<file path="src/gsw_pkg.sv">
package gsw_pkg;

    // Field widths
    localparam int unsigned GADDR_W    = 41;   // Sv39x4 guest physical address
    localparam int unsigned PA_W       = 56;   // host physical address
    localparam int unsigned PPN_W      = 44;
    localparam int unsigned PTE_W      = 64;
    localparam int unsigned IN_ADDR_W  = 64;
    localparam int unsigned PAGE_OFS_W = 12;

    typedef logic [1:0] level_t;

    localparam level_t LVL_4K = 2'd0;
    localparam level_t LVL_2M = 2'd1;
    localparam level_t LVL_1G = 2'd2;

    localparam logic KIND_TRANSLATE = 1'b0;
    localparam logic KIND_PTE_RESP  = 1'b1;

    localparam logic RESULT_READ = 1'b0;
    localparam logic RESULT_DONE = 1'b1;

    typedef enum logic [1:0] {
        FAULT_NONE       = 2'd0,
        FAULT_GUEST_PAGE = 2'd1,
        FAULT_ACCESS     = 2'd2
    } fault_t;

    // PTE flag bits
    localparam int unsigned PTE_V_BIT   = 0;
    localparam int unsigned PTE_R_BIT   = 1;
    localparam int unsigned PTE_X_BIT   = 3;
    localparam int unsigned PTE_PPN_LSB = 10;

    // Byte offset of the PTE within the table at a given level (index * 8).
    // Level 2 takes the 11-bit x4 index; an out-of-range level is read as level 2.
    function automatic logic [PA_W-1:0] pte_offset(input logic [GADDR_W-1:0] gpa,
                                                   input level_t lvl);
        logic [10:0] idx;
        unique case (lvl)
            LVL_4K:  idx = {2'b00, gpa[20:12]};
            LVL_2M:  idx = {2'b00, gpa[29:21]};
            default: idx = gpa[40:30];
        endcase
        return {{(PA_W-14){1'b0}}, idx, 3'b000};
    endfunction

    function automatic logic [4:0] level_page_log2(input level_t lvl);
        logic [4:0] sh;
        unique case (lvl)
            LVL_4K:  sh = 5'd12;
            LVL_2M:  sh = 5'd21;
            default: sh = 5'd30;
        endcase
        return sh;
    endfunction

    // Superpage PPN must be zero below the page size
    function automatic logic misaligned(input logic [PPN_W-1:0] ppn, input level_t lvl);
        logic bad;
        unique case (lvl)
            LVL_4K:  bad = 1'b0;
            LVL_2M:  bad = |ppn[8:0];
            default: bad = |ppn[17:0];
        endcase
        return bad;
    endfunction

    // Page offset of the guest address for a page mapped at this level
    function automatic logic [PA_W-1:0] page_offset(input logic [GADDR_W-1:0] gpa,
                                                    input level_t lvl);
        logic [PA_W-1:0] ofs;
        unique case (lvl)
            LVL_4K:  ofs = {{(PA_W-12){1'b0}}, gpa[11:0]};
            LVL_2M:  ofs = {{(PA_W-21){1'b0}}, gpa[20:0]};
            default: ofs = {{(PA_W-30){1'b0}}, gpa[29:0]};
        endcase
        return ofs;
    endfunction

endpackage

</file>
<file path="src/guest_stage_page_walker.sv">
// G-stage (Sv39x4) page table walker.
// Input channel (in_valid / in_stall) carries either a translate request
// (kind = 0, guest_addr) or a PTE read response (kind = 1, pte_word,
// access_error). Each request produces at most one result on the output
// channel (out_valid / out_stall): either a PTE read address (result_kind = 0)
// for the memory side to fetch, or a finished translation or fault
// (result_kind = 1). A response arriving with no walk in progress is consumed
// silently; a translate request while busy drops the walk in progress.
// The result is registered and shows in the cycle after the request is taken.
// Throughput is one request per cycle while in_stall is low; all decode, index
// and address sums sit in one combinational pass ahead of the result register.
// in_stall is raised only while a result is held and the receiver stalls, so
// a result waiting to be taken never blocks the pipe beyond that one slot.
// root_ppn is written through cfg_write / cfg_data, by the user only while idle;
// the block does not enforce this. Reset (rst_n, async, active low) clears the
// walk state, root_ppn and the result valid; no clearing pass is needed.
module guest_stage_page_walker (
    input  logic                                 clk,
    input  logic                                 rst_n,

    input  logic                                 cfg_write,
    input  logic [gsw_pkg::PPN_W-1:0]            cfg_data,

    input  logic                                 in_valid,
    output logic                                 in_stall,
    input  logic                                 kind,
    input  logic [gsw_pkg::IN_ADDR_W-1:0]        guest_addr,
    input  logic [gsw_pkg::PTE_W-1:0]            pte_word,
    input  logic                                 access_error,

    output logic                                 out_valid,
    input  logic                                 out_stall,
    output logic                                 result_kind,
    output logic [gsw_pkg::PA_W-1:0]             read_addr,
    output logic [gsw_pkg::PA_W-1:0]             phys_addr,
    output logic [gsw_pkg::PA_W-1:0]             page_base,
    output logic [4:0]                           page_size_log2,
    output logic [gsw_pkg::PTE_W-1:0]            leaf_entry,
    output logic [1:0]                           fault_code
);

    // Walk state
    logic                              busy_reg,  busy_next;
    gsw_pkg::level_t                   level_reg, level_next;
    logic [gsw_pkg::GADDR_W-1:0]       saved_reg, saved_next;
    logic [gsw_pkg::PA_W-1:0]          tbase_reg, tbase_next;
    logic [gsw_pkg::PPN_W-1:0]         root_ppn_reg;

    // Result register
    logic                              out_valid_reg;
    logic                              res_kind_reg,  res_kind_next;
    logic [gsw_pkg::PA_W-1:0]          read_addr_reg, read_addr_next;
    logic [gsw_pkg::PA_W-1:0]          phys_reg,      phys_next;
    logic [gsw_pkg::PA_W-1:0]          base_reg,      base_next;
    logic [4:0]                        size_reg,      size_next;
    logic [gsw_pkg::PTE_W-1:0]         leaf_reg,      leaf_next;
    gsw_pkg::fault_t                   fault_reg,     fault_next;
    logic                              res_valid;

    logic                              accept;
    gsw_pkg::level_t                   cur_lvl;
    gsw_pkg::level_t                   down_lvl;
    logic [gsw_pkg::PPN_W-1:0]         pte_ppn;
    logic [gsw_pkg::PA_W-1:0]          pte_base;

    assign in_stall = out_valid_reg & out_stall;
    assign accept   = in_valid & ~in_stall;

    // Level 3 never occurs; treat it as the root level
    assign cur_lvl  = (level_reg == 2'd3) ? gsw_pkg::LVL_1G : level_reg;
    assign down_lvl = cur_lvl - 2'd1;
    assign pte_ppn  = pte_word[gsw_pkg::PTE_PPN_LSB +: gsw_pkg::PPN_W];
    assign pte_base = {pte_ppn, {gsw_pkg::PAGE_OFS_W{1'b0}}};

    always_comb
    begin
        busy_next      = busy_reg;
        level_next     = level_reg;
        saved_next     = saved_reg;
        tbase_next     = tbase_reg;

        res_valid      = 1'b0;
        res_kind_next  = gsw_pkg::RESULT_DONE;
        read_addr_next = '0;
        phys_next      = '0;
        base_next      = '0;
        size_next      = '0;
        leaf_next      = '0;
        fault_next     = gsw_pkg::FAULT_NONE;

        if (kind == gsw_pkg::KIND_TRANSLATE)
        begin
            res_valid = 1'b1;
            if (|guest_addr[gsw_pkg::IN_ADDR_W-1:gsw_pkg::GADDR_W])
            begin
                // address beyond 41 bits: fault straight away
                fault_next = gsw_pkg::FAULT_GUEST_PAGE;
                busy_next  = 1'b0;
                level_next = gsw_pkg::LVL_4K;
            end
            else
            begin
                busy_next      = 1'b1;
                level_next     = gsw_pkg::LVL_1G;
                saved_next     = guest_addr[gsw_pkg::GADDR_W-1:0];
                tbase_next     = {root_ppn_reg, {gsw_pkg::PAGE_OFS_W{1'b0}}};
                res_kind_next  = gsw_pkg::RESULT_READ;
                read_addr_next = tbase_next
                               + gsw_pkg::pte_offset(guest_addr[gsw_pkg::GADDR_W-1:0],
                                                     gsw_pkg::LVL_1G);
            end
        end
        else if (busy_reg)
        begin
            res_valid  = 1'b1;
            busy_next  = 1'b0;
            level_next = gsw_pkg::LVL_4K;
            if (access_error)
                fault_next = gsw_pkg::FAULT_ACCESS;
            else if (!pte_word[gsw_pkg::PTE_V_BIT])
                fault_next = gsw_pkg::FAULT_GUEST_PAGE;
            else if (|pte_word[gsw_pkg::PTE_X_BIT:gsw_pkg::PTE_R_BIT])
            begin
                // leaf
                if (gsw_pkg::misaligned(pte_ppn, cur_lvl))
                    fault_next = gsw_pkg::FAULT_GUEST_PAGE;
                else
                begin
                    base_next = pte_base;
                    phys_next = pte_base + gsw_pkg::page_offset(saved_reg, cur_lvl);
                    size_next = gsw_pkg::level_page_log2(cur_lvl);
                    leaf_next = pte_word;
                end
            end
            else if (cur_lvl == gsw_pkg::LVL_4K)
                fault_next = gsw_pkg::FAULT_GUEST_PAGE;   // pointer at the last level
            else
            begin
                busy_next      = 1'b1;
                level_next     = down_lvl;
                tbase_next     = pte_base;
                res_kind_next  = gsw_pkg::RESULT_READ;
                read_addr_next = pte_base + gsw_pkg::pte_offset(saved_reg, down_lvl);
            end
        end
    end

    always_ff @(posedge clk or negedge rst_n)
    begin
        if (!rst_n)
        begin
            busy_reg     <= 1'b0;
            level_reg    <= gsw_pkg::LVL_4K;
            saved_reg    <= '0;
            tbase_reg    <= '0;
            root_ppn_reg <= '0;
            out_valid_reg <= 1'b0;
        end
        else
        begin
            if (cfg_write)
                root_ppn_reg <= cfg_data;
            if (accept)
            begin
                busy_reg  <= busy_next;
                level_reg <= level_next;
                saved_reg <= saved_next;
                tbase_reg <= tbase_next;
            end
            if (accept && res_valid)
                out_valid_reg <= 1'b1;
            else if (!out_stall)
                out_valid_reg <= 1'b0;
        end
    end

    // Result payload, no reset
    always_ff @(posedge clk)
    begin
        if (accept && res_valid)
        begin
            res_kind_reg  <= res_kind_next;
            read_addr_reg <= read_addr_next;
            phys_reg      <= phys_next;
            base_reg      <= base_next;
            size_reg      <= size_next;
            leaf_reg      <= leaf_next;
            fault_reg     <= fault_next;
        end
    end

    assign out_valid      = out_valid_reg;
    assign result_kind    = res_kind_reg;
    assign read_addr      = read_addr_reg;
    assign phys_addr      = phys_reg;
    assign page_base      = base_reg;
    assign page_size_log2 = size_reg;
    assign leaf_entry     = leaf_reg;
    assign fault_code     = fault_reg;

endmodule
</file>
<file path="config.mk">
export PLATFORM = sky130hd
export DESIGN_NAME = guest_stage_page_walker
export DESIGN_NICKNAME = d
export VERILOG_FILES = /design/src/gsw_pkg.sv /design/src/guest_stage_page_walker.sv
export SDC_FILE = /design/constraint.sdc
export NUM_CORES = 1
export LEC_CHECK = 0
export BUFFER_PORTS_ARGS = -buffer_cell sky130_fd_sc_hd__buf_2
export CORE_MARGIN = 1
export CORE_UTILIZATION = 28
export DETAILED_ROUTE_END_ITERATION = 12
export PLACE_DENSITY = 0.5
export SLEW_MARGIN = 20
export SYNTH_ARGS = -nofsm -noshare
export SYNTH_HDL_FRONTEND = slang
export SYNTH_SLANG_ARGS = --single-unit
export TNS_END_PERCENT = 50
</file>
<file path="constraint.sdc">
create_clock -name clk -period 7.8 [get_ports clk]
set_clock_uncertainty 0.05 [all_clocks]
set_input_delay 1.56 -clock clk [delete_from_list [all_inputs] [get_ports clk]]
set_output_delay 1.56 -clock clk [all_outputs]
set_load 0.01 [all_outputs]
</file>
==> results of run 1 <==
where the power goes:
part	switching, mW	internal (mW)
logic	0.174	0.115
registers	0.0429	1.54
clock network	0.581	0.831
total	0.798	2.49
cell type report:
cell class,instances,area (µm²)
tap,615,769.5
clock inverter,9,100.1
antenna,1,2.502
sequential,261,7437
fill,4862,31080
inverter,15,65.06
timing repair buffer,412,2086
multi-input combinational,809,5534
clock buffer,49,874.6
worst max-delay path, cell delays in order:
cell,delay (ns)
buf_2,0.15
or4_1,0.53
o41ai_1,0.38
and3_1,0.32
nand4_4,0.63
clkinv_2,0.64
buf_4,0.52
and2_1,0.23
mux2_2,0.15
metal layers:
layer / up-vias / global-route usage
met5: - / 0
met4: 0 / 0.04672
met3: 55 / 0.02950
met2: 365 / 0.2813
met1: 5211 / 0.2400
li1: 4944 / -
logic make-up after synthesis:
kind of cell,share of synthesized area
buffers and inverters,0.05590
adder cells (fa/ha/maj),0.02452
AO/OA/AOI/OAI,0.06944
other,0.0002742
multiplexers,0.07411
AND/OR/NAND/NOR,0.1692
flip-flops,0.5438
XOR/XNOR,0.06276
stage by stage:
step / instances / total power, mW / instance area [µm²]
5_1_grt: 2170 / 3.423 / 16870
3_5_place_dp: 2112 / 1.901 / 15890
4_1_cts: 2170 / 3.334 / 16860
3_3_place_gp: 2112 / 1.899 / 15890
2_1_floorplan: 1199 / 1.755 / 13730
6_report: 2171 / 3.283 / 16870
worst paths after layout:
kind	end	slack, ns
max	phys_addr[39]	3.03
min	saved_reg[10]	0.44
max reg2reg	phys_addr[44]	3.95
min reg2reg	saved_reg[10]	0.44
max in group asynchronous	root_ppn_reg[38]	6.17
min in group asynchronous	saved_reg[6]	0.99
placed cells by master (no fill, tap or decap), drive strengths merged, types with 44 or more instances in the layout:
| master | netlist | layout |
|---|---|---|
| dfrtp | 80 | 80 |
| mux2 | 90 | 90 |
| nor2 | 77 | 77 |
| a21oi | 44 | 44 |
| nand2 | 69 | 69 |
| clkbuf | 32 | 49 |
| edfxtp | 181 | 181 |
| xnor2 | 48 | 48 |
| and2 | 93 | 93 |
| xor2 | 50 | 50 |
| buf | 82 | 412 |
==> results.sh, run 1 <==
export IMPL_synth_top_cell_area_share=0.3974
export IMPL_synth_seq_cells=261
export IMPL_synth_seq_area_share=0.5438
export IMPL_synth_top_flop_cell="edfxtp_1"
export IMPL_cp_max_fo=49
export IMPL_drive_gt1_frac=0.3569
export IMPL_grt_remaining_overflow=0
export IMPL_largest_register_ffs=56
export IMPL_antenna_left=0
export IMPL_wl_per_cell_um=20.48
export IMPL_synth_cells=1185
export IMPL_grt_pass1_vias=10290
export IMPL_fin_util=0.3518
export IMPL_cts_tree="yes"
export IMPL_row_count=80
export IMPL_highest_layer="met4"
export IMPL_hold_depth=1
export IMPL_cp_arrival_ns=5.16
export IMPL_root_buffer="clkbuf_16"
export IMPL_hp_class="flip-flop to flip-flop"
export IMPL_antenna_found_initial=2
export IMPL_reg2regPathDepth=9
export IMPL_ir_drop_uv=148.5
export IMPL_synth_most_common_cell="edfxtp_1"
export IMPL_run_status="finished clean"
export IMPL_p_leak_nw=6.830
export IMPL_netlist_area_mm2=0.01368
export IMPL_cts_hold_buf=0
export IMPL_cts_resized=0
export IMPL_crit_start="pte_word[21]"
export IMPL_route_vias_total=10580
export IMPL_fin_nets=1734
export IMPL_report_final_setup_viol=0
export IMPL_tns_ns=0
export IMPL_ys_async_sr_fraction=0.3065
export IMPL_grt_pass1_wl_mm=65.09
export IMPL_die_w_um=223
export IMPL_start_util=0.2852
export IMPL_gp_congestion=0.8718
export IMPL_worst_pin_slew_ns=1.035
export IMPL_start_kind="input port"
export IMPL_critical_path_class="input port to flip-flop"
export IMPL_cap_viol_max_count=0
export IMPL_wl_met1_mm=20.10
export IMPL_die_y_um=223
export IMPL_viasPerCell=4.871
export IMPL_synth_edf_count=181
export IMPL_rsz0062_at_grt="no"
export IMPL_timing_fmax_ghz=0.2098
export IMPL_finalHoldViolations=0
export IMPL_clk_insertion_delay_late_ns=0.58
export IMPL_ys_top_cells_by_area="edfxtp_1 40%, dfrtp_1 15%, mux2_2 6.8%"
export IMPL_regToRegStartpoint="level_reg[1]"
export IMPL_dr_wl_met3_mm=2.554
export IMPL_dp_hpwl_mm=33.56
export IMPL_synth_cell_types=63
export IMPL_drc_errors=0
export IMPL_pre_cts_ws_ns=2.318
export IMPL_htree_num_levels=1
export IMPL_slew_violations=0
export IMPL_area_delta_synth_final_pct=23.35
export IMPL_first_iter_violations=552
export IMPL_cp_required_ns=8.19
export IMPL_coreArea_mm2=0.04795
export IMPL_firstDrtPassIters=7
export IMPL_netlist_top_cells_count="181 x edfxtp_1, 85 x and2_1, 82 x mux2_2"
export IMPL_grt_max_degree=123
export IMPL_portBuffers=405
export IMPL_clk_pin_slew_ns=0.06
export IMPL_hold_start="saved_reg[10]"
export IMPL_postCtsSetupBuffers=0
export IMPL_endpoint_kind="flip-flop"
export IMPL_power_density_mw_per_mm2=194.6
export IMPL_io_pins=421
export IMPL_cts_sinks=261
export IMPL_yosysTopAreaCell="edfxtp_1"
export IMPL_yosys_warnings=0
export IMPL_grt_usage=0.1741
export IMPL_fin_ws_ns=3.034
export IMPL_min_period_over_period=0.6110
export IMPL_dieArea_mm2=0.04973
export IMPL_avgSynthCellArea_um2=11.54
export IMPL_routed_wl_mm=44.47
export IMPL_slew_limit_headroom=0.3083
export IMPL_clk_path_buf_depth=3
export IMPL_min_period_ns=4.766
export IMPL_cts_inserted_buffers=31
export IMPL_timing_hold_ws_ns=0.4443
export IMPL_met2_length_mm=20.82
(Power assumes the default switching activity.)
==> run 2: changes to the inputs <==
==> constraint.sdc (replaced) <==
create_clock -name clk -period 4.9 [get_ports clk]
set_clock_uncertainty 0.05 [all_clocks]
set_input_delay 0.98 -clock clk [delete_from_list [all_inputs] [get_ports clk]]
set_output_delay 0.98 -clock clk [all_outputs]
set_load 0.01 [all_outputs]
==> results.sh, run 2 (synthesis gave the netlist of run 1 again) <==
export IMPL_finalHoldViolations=0
export IMPL_run_status="finished clean"
export IMPL_rrSetupSlack_ns=0.89
export IMPL_cap_viol_max_count=0
export IMPL_cts_tree="yes"
export IMPL_io_pins=421
export IMPL_top_usage_layer="met2"
export IMPL_clk_insertion_delay_late_ns=0.58
export IMPL_placed_cell_area_mm2=0.01592
export IMPL_tns_ns=0
export IMPL_largest_register_ffs=56
export IMPL_antenna_found_initial=3
export IMPL_cp_required_ns=5.16
export IMPL_htree_num_levels=1
export IMPL_worstPathBufferInverterCount=0
export IMPL_min_period_ns=4.013
export IMPL_grt_util_met1=0.2523
export IMPL_grt_pass1_vias=10270
export IMPL_gp_congestion=0.8594
export IMPL_cts_resized=0
export IMPL_cp_slowest_cell="nor2_1"
export IMPL_endpoint_kind="flip-flop"
export IMPL_wl_per_cell_um=20.89
export IMPL_drive_gt1_frac=0.3643
export IMPL_cts_inserted_buffers=31
export IMPL_report_final_setup_viol=0
export IMPL_clk_path_buf_depth=3
export IMPL_dp_hpwl_mm=34.91
export IMPL_use_met3=0.02779
export IMPL_pre_cts_ws_ns=0.9213
export IMPL_cp_arrival_ns=4.27
export IMPL_timing_fmax_ghz=0.2492
export IMPL_fin_nets=1739
export IMPL_worst_pin_slew_ns=1.027
export IMPL_crit_chain="nor2_1 > nor2b_1 > ha_1 > a21oi_1 > nor3b_1 > o2111ai_1 > a21oi_1 > nor2b_1 > mux2_1"
export IMPL_dieArea_mm2=0.04973
export IMPL_start_kind="flip-flop"
export IMPL_firstDrtPassIters=5
export IMPL_dpl_cell_count=2117
export IMPL_row_count=80
export IMPL_fin_ws_ns=0.8873
export IMPL_grt_usage=0.1791
export IMPL_fin_cells=2175
export IMPL_timing_hold_ws_ns=0.3401
export IMPL_rsz0062_at_grt="no"
export IMPL_routed_wl_mm=45.44
export IMPL_cp_top_family="simple AND/OR/NAND/NOR gates"
export IMPL_die_y_um=223
export IMPL_portBuffers=405
export IMPL_area_delta_synth_final_pct=24.31
export IMPL_p_leak_nw=6.901
export IMPL_layout_common_cells="404 x buf_2, 181 x edfxtp_1, 85 x and2_1, 82 x mux2_2, 80 x dfrtp_1"
export IMPL_critical_path_class="flip-flop to flip-flop"
export IMPL_root_buffer="clkbuf_16"
export IMPL_ir_drop_uv=227.6
export IMPL_max_stage_delay_ns=0.73
export IMPL_met2_usage=0.2841
export IMPL_min_period_over_period=0.8189
export IMPL_grt_remaining_overflow=0
export IMPL_clk_pin_slew_ns=0.06
export IMPL_grt_pass1_wl_mm=66.70
export IMPL_cp_max_fo=15
export IMPL_cts_hold_buf=0
export IMPL_viasPerCell=4.825
export IMPL_hp_class="input port to async pin"
export IMPL_drc_errors=0
export IMPL_die_w_um=223
export IMPL_coreArea_mm2=0.04795
export IMPL_route_vias_total=10490
export IMPL_fillers=4822
export IMPL_first_iter_violations=718
export IMPL_grt_max_degree=74
export IMPL_antenna_left=0
export IMPL_power_density_mw_per_mm2=319.1
export IMPL_slew_violations=0
export IMPL_final_area_mm2=0.01700
export IMPL_cts_sinks=261
export IMPL_slew_limit_headroom=0.3154
export IMPL_postCtsSetupBuffers=0
export IMPL_start_util=0.2852
export IMPL_final_common_cell="buf_2"
==> run 2: cell count changes in the layout (fill, tap and decap cells not counted), moves of 2 or more <==
| cell | before | now |
|---|---|---|
| buf_4 | 7 | 13 |
| clkinv_1 | 1 | 3 |
| clkinvlp_4 | 1 | 3 |
| clkbuf_8 | 1 | 5 |
| bufinv_16 | 2 | 5 |
| inv_4 | 0 | 2 |
| clkbuf_1 | 16 | 5 |
==> run 2: layout make-up <==
| type | instances | area (µm²) | area share |
|---|---|---|---|
| Tap cell | 615 | 769.5 | 0.04526 |
| Antenna cell | 1 | 2.502 | 0.0001472 |
| Sequential cell | 261 | 7437 | 0.4375 |
| Clock buffer | 41 | 863.3 | 0.05078 |
| Multi-Input combinational cell | 809 | 5534 | 0.3255 |
| Inverter | 15 | 61.31 | 0.003606 |
| Timing Repair Buffer | 417 | 2120 | 0.1247 |
| Clock inverter | 16 | 212.7 | 0.01251 |
==> run 2: final timing paths <==
kind	from	to	cells past startpoint
setup / recovery	level_reg[1]	phys_addr[49]	9
hold / removal	rst_n	saved_reg[2]	1
setup reg to reg	level_reg[1]	phys_addr[49]	9
hold reg to reg	saved_reg[2]	saved_reg[2]	1
max in group asynchronous	rst_n	root_ppn_reg[39]	2
min in group clk	saved_reg[2]	saved_reg[2]	1
==> run 2: per-layer routing <==
layer | vias up | share of wire
met5 | - | 0.00051
met4 | 4 | 0.028
met3 | 63 | 0.049
met2 | 324 | 0.46
met1 | 5153 | 0.47
li1 | 4950 | -
==> run 2: stage by stage <==
stage               power, mW  utilization
finish                  5.424       0.3546
global route            5.616       0.3546
CTS                     5.497       0.3545
detailed placement      3.033       0.3321
global placement        3.032       0.3320
floorplan               2.791            -
==> run 2: report_power, final <==
group | switching, mW | leakage [nW] | internal (mW)
sequential | 0.0678 | 2.76 | 2.45
clock | 0.947 | 0.524 | 1.49
combinational | 0.281 | 3.61 | 0.184
total | 1.30 | 6.90 | 4.13
==> run 3: changes to the inputs <==
==> constraint.sdc (replaced) <==
create_clock -name clk -period 4 [get_ports clk]
set_clock_uncertainty 0.05 [all_clocks]
set_input_delay 0.8 -clock clk [delete_from_list [all_inputs] [get_ports clk]]
set_output_delay 0.8 -clock clk [all_outputs]
set_load 0.01 [all_outputs]
==> results.sh, run 3 (synthesis gave the netlist of run 1 again) <==
export IMPL_rsz0062_at_grt="no"
export IMPL_met2_usage=0.2811
export IMPL_power_density_mw_per_mm2=382.7
export IMPL_grt_pass1_vias=10240
export IMPL_max_stage_delay_ns=0.55
export IMPL_min_period_over_period=0.8566
export IMPL_grt_max_degree=85
export IMPL_layout_common_cells="404 x buf_2, 181 x edfxtp_1, 85 x and2_1, 82 x mux2_2, 80 x dfrtp_1"
export IMPL_slew_violations=0
export IMPL_cp_slowest_cell="dfrtp_1"
export IMPL_crit_chain="and2_1 > ha_1 > nand4_1 > nor3_1 > o2111ai_1 > a21oi_1 > nor2b_1 > mux2_1"
export IMPL_pre_cts_ws_ns=0.4820
export IMPL_timing_fmax_ghz=0.2919
export IMPL_portBuffers=405
export IMPL_use_met3=0.02950
export IMPL_coreArea_mm2=0.04795
export IMPL_cts_hold_buf=0
export IMPL_regToRegStartpoint="level_reg[1]"
export IMPL_postCtsSetupBuffers=0
export IMPL_clk_path_buf_depth=3
export IMPL_start_kind="flip-flop"
export IMPL_first_iter_violations=528
export IMPL_viasPerCell=4.777
export IMPL_tns_ns=0
export IMPL_htree_num_levels=1
export IMPL_start_util=0.2852
export IMPL_min_period_ns=3.426
export IMPL_top_usage_layer="met2"
export IMPL_grt_pass1_wl_mm=66.13
export IMPL_timing_hold_ws_ns=0.2342
export IMPL_die_w_um=223
export IMPL_route_vias_total=10440
export IMPL_critical_path_class="flip-flop to flip-flop"
export IMPL_run_status="finished clean"
export IMPL_cts_inserted_buffers=31
export IMPL_io_pins=421
export IMPL_fin_nets=1746
export IMPL_routed_wl_mm=45.00
export IMPL_gp_congestion=0.8791
export IMPL_area_delta_synth_final_pct=24.97
export IMPL_slew_limit_headroom=0.3095
export IMPL_report_final_setup_viol=0
export IMPL_placed_cell_area_mm2=0.01604
export IMPL_root_buffer="clkbuf_16"
export IMPL_grt_util_met1=0.2475
export IMPL_worstReg2RegEnd="phys_addr[49]"
export IMPL_grt_remaining_overflow=0
export IMPL_reg2regPathDepth=8
export IMPL_cp_required_ns=4.26
export IMPL_wl_per_cell_um=20.60
export IMPL_rrSetupSlack_ns=0.57
export IMPL_final_common_cell="buf_2"
export IMPL_grt_usage=0.1772
export IMPL_worst_pin_slew_ns=1.036
export IMPL_clk_pin_slew_ns=0.06
export IMPL_fin_ws_ns=0.5738
export IMPL_cts_resized=0
export IMPL_p_leak_nw=6.949
export IMPL_cap_viol_max_count=0
export IMPL_dieArea_mm2=0.04973
export IMPL_cp_top_family="simple AND/OR/NAND/NOR gates"
export IMPL_ir_drop_uv=293.8
export IMPL_die_y_um=223
export IMPL_row_count=80
export IMPL_antenna_found_initial=3
export IMPL_dp_hpwl_mm=34.46
export IMPL_antenna_left=0
export IMPL_drc_errors=0
export IMPL_drive_gt1_frac=0.3669
export IMPL_fillers=4839
export IMPL_cts_tree="yes"
export IMPL_finalHoldViolations=0
export IMPL_final_area_mm2=0.01709
export IMPL_cts_sinks=261
export IMPL_hp_class="input port to async pin"
export IMPL_clk_insertion_delay_late_ns=0.58
export IMPL_firstDrtPassIters=4
export IMPL_endpoint_kind="flip-flop"
export IMPL_worstPathBufferInverterCount=0
export IMPL_cp_max_fo=15
export IMPL_largest_register_ffs=56
export IMPL_cp_arrival_ns=3.69
-- run 3: how the worst max path moves through the flow --
stage | from | to | slack, ns | depth (start not counted)
finish | level_reg[1] | phys_addr[49] | 0.57 | 8
global route | level_reg[1] | phys_addr[49] | 0.32 | 10
CTS | level_reg[1] | phys_addr[42] | 0.58 | 11
detailed placement | pte_word[20] | phys_addr[49] | 0.48 | 8
global placement | pte_word[20] | phys_addr[49] | 0.51 | 8
floorplan | kind | fault_code[0] | -0.19 | 4
-- run 3: cell type report --
cell class | instances | area, µm² | area share
well taps | 615 | 769.5 | 0.04503
repair buffers | 424 | 2226 | 0.1302
clock buffers | 45 | 889.6 | 0.05205
clock inverters | 13 | 147.6 | 0.008639
flip-flops and latches | 261 | 7437 | 0.4352
multi-input cells | 809 | 5552 | 0.3248
diodes | 3 | 7.507 | 0.0004393
inverters | 15 | 61.31 | 0.003587
-- run 3: metal layers --
metal  vias up  wire (µm)
li1       4960          -
met1      5120      20790
met2       294      20800
met3        61       2125
met4         2       1269
met5         -         18
-- run 3: metrics by stage --
stage	std cells	power [mW]	util
6_report	2185	6.540	0.3564
5_1_grt	2183	6.805	0.3563
4_1_cts	2182	6.642	0.3562
3_5_place_dp	2124	3.720	0.3346
3_3_place_gp	2124	3.719	0.3346
2_1_floorplan	1199	3.422	-
-- run 3: power breakdown --
group	leakage (nW)	total (mW)	switching, mW	internal [mW]
combinational	3.67	0.575	0.344	0.230
clock	0.514	2.88	1.15	1.73
sequential	2.76	3.09	0.0856	3.00
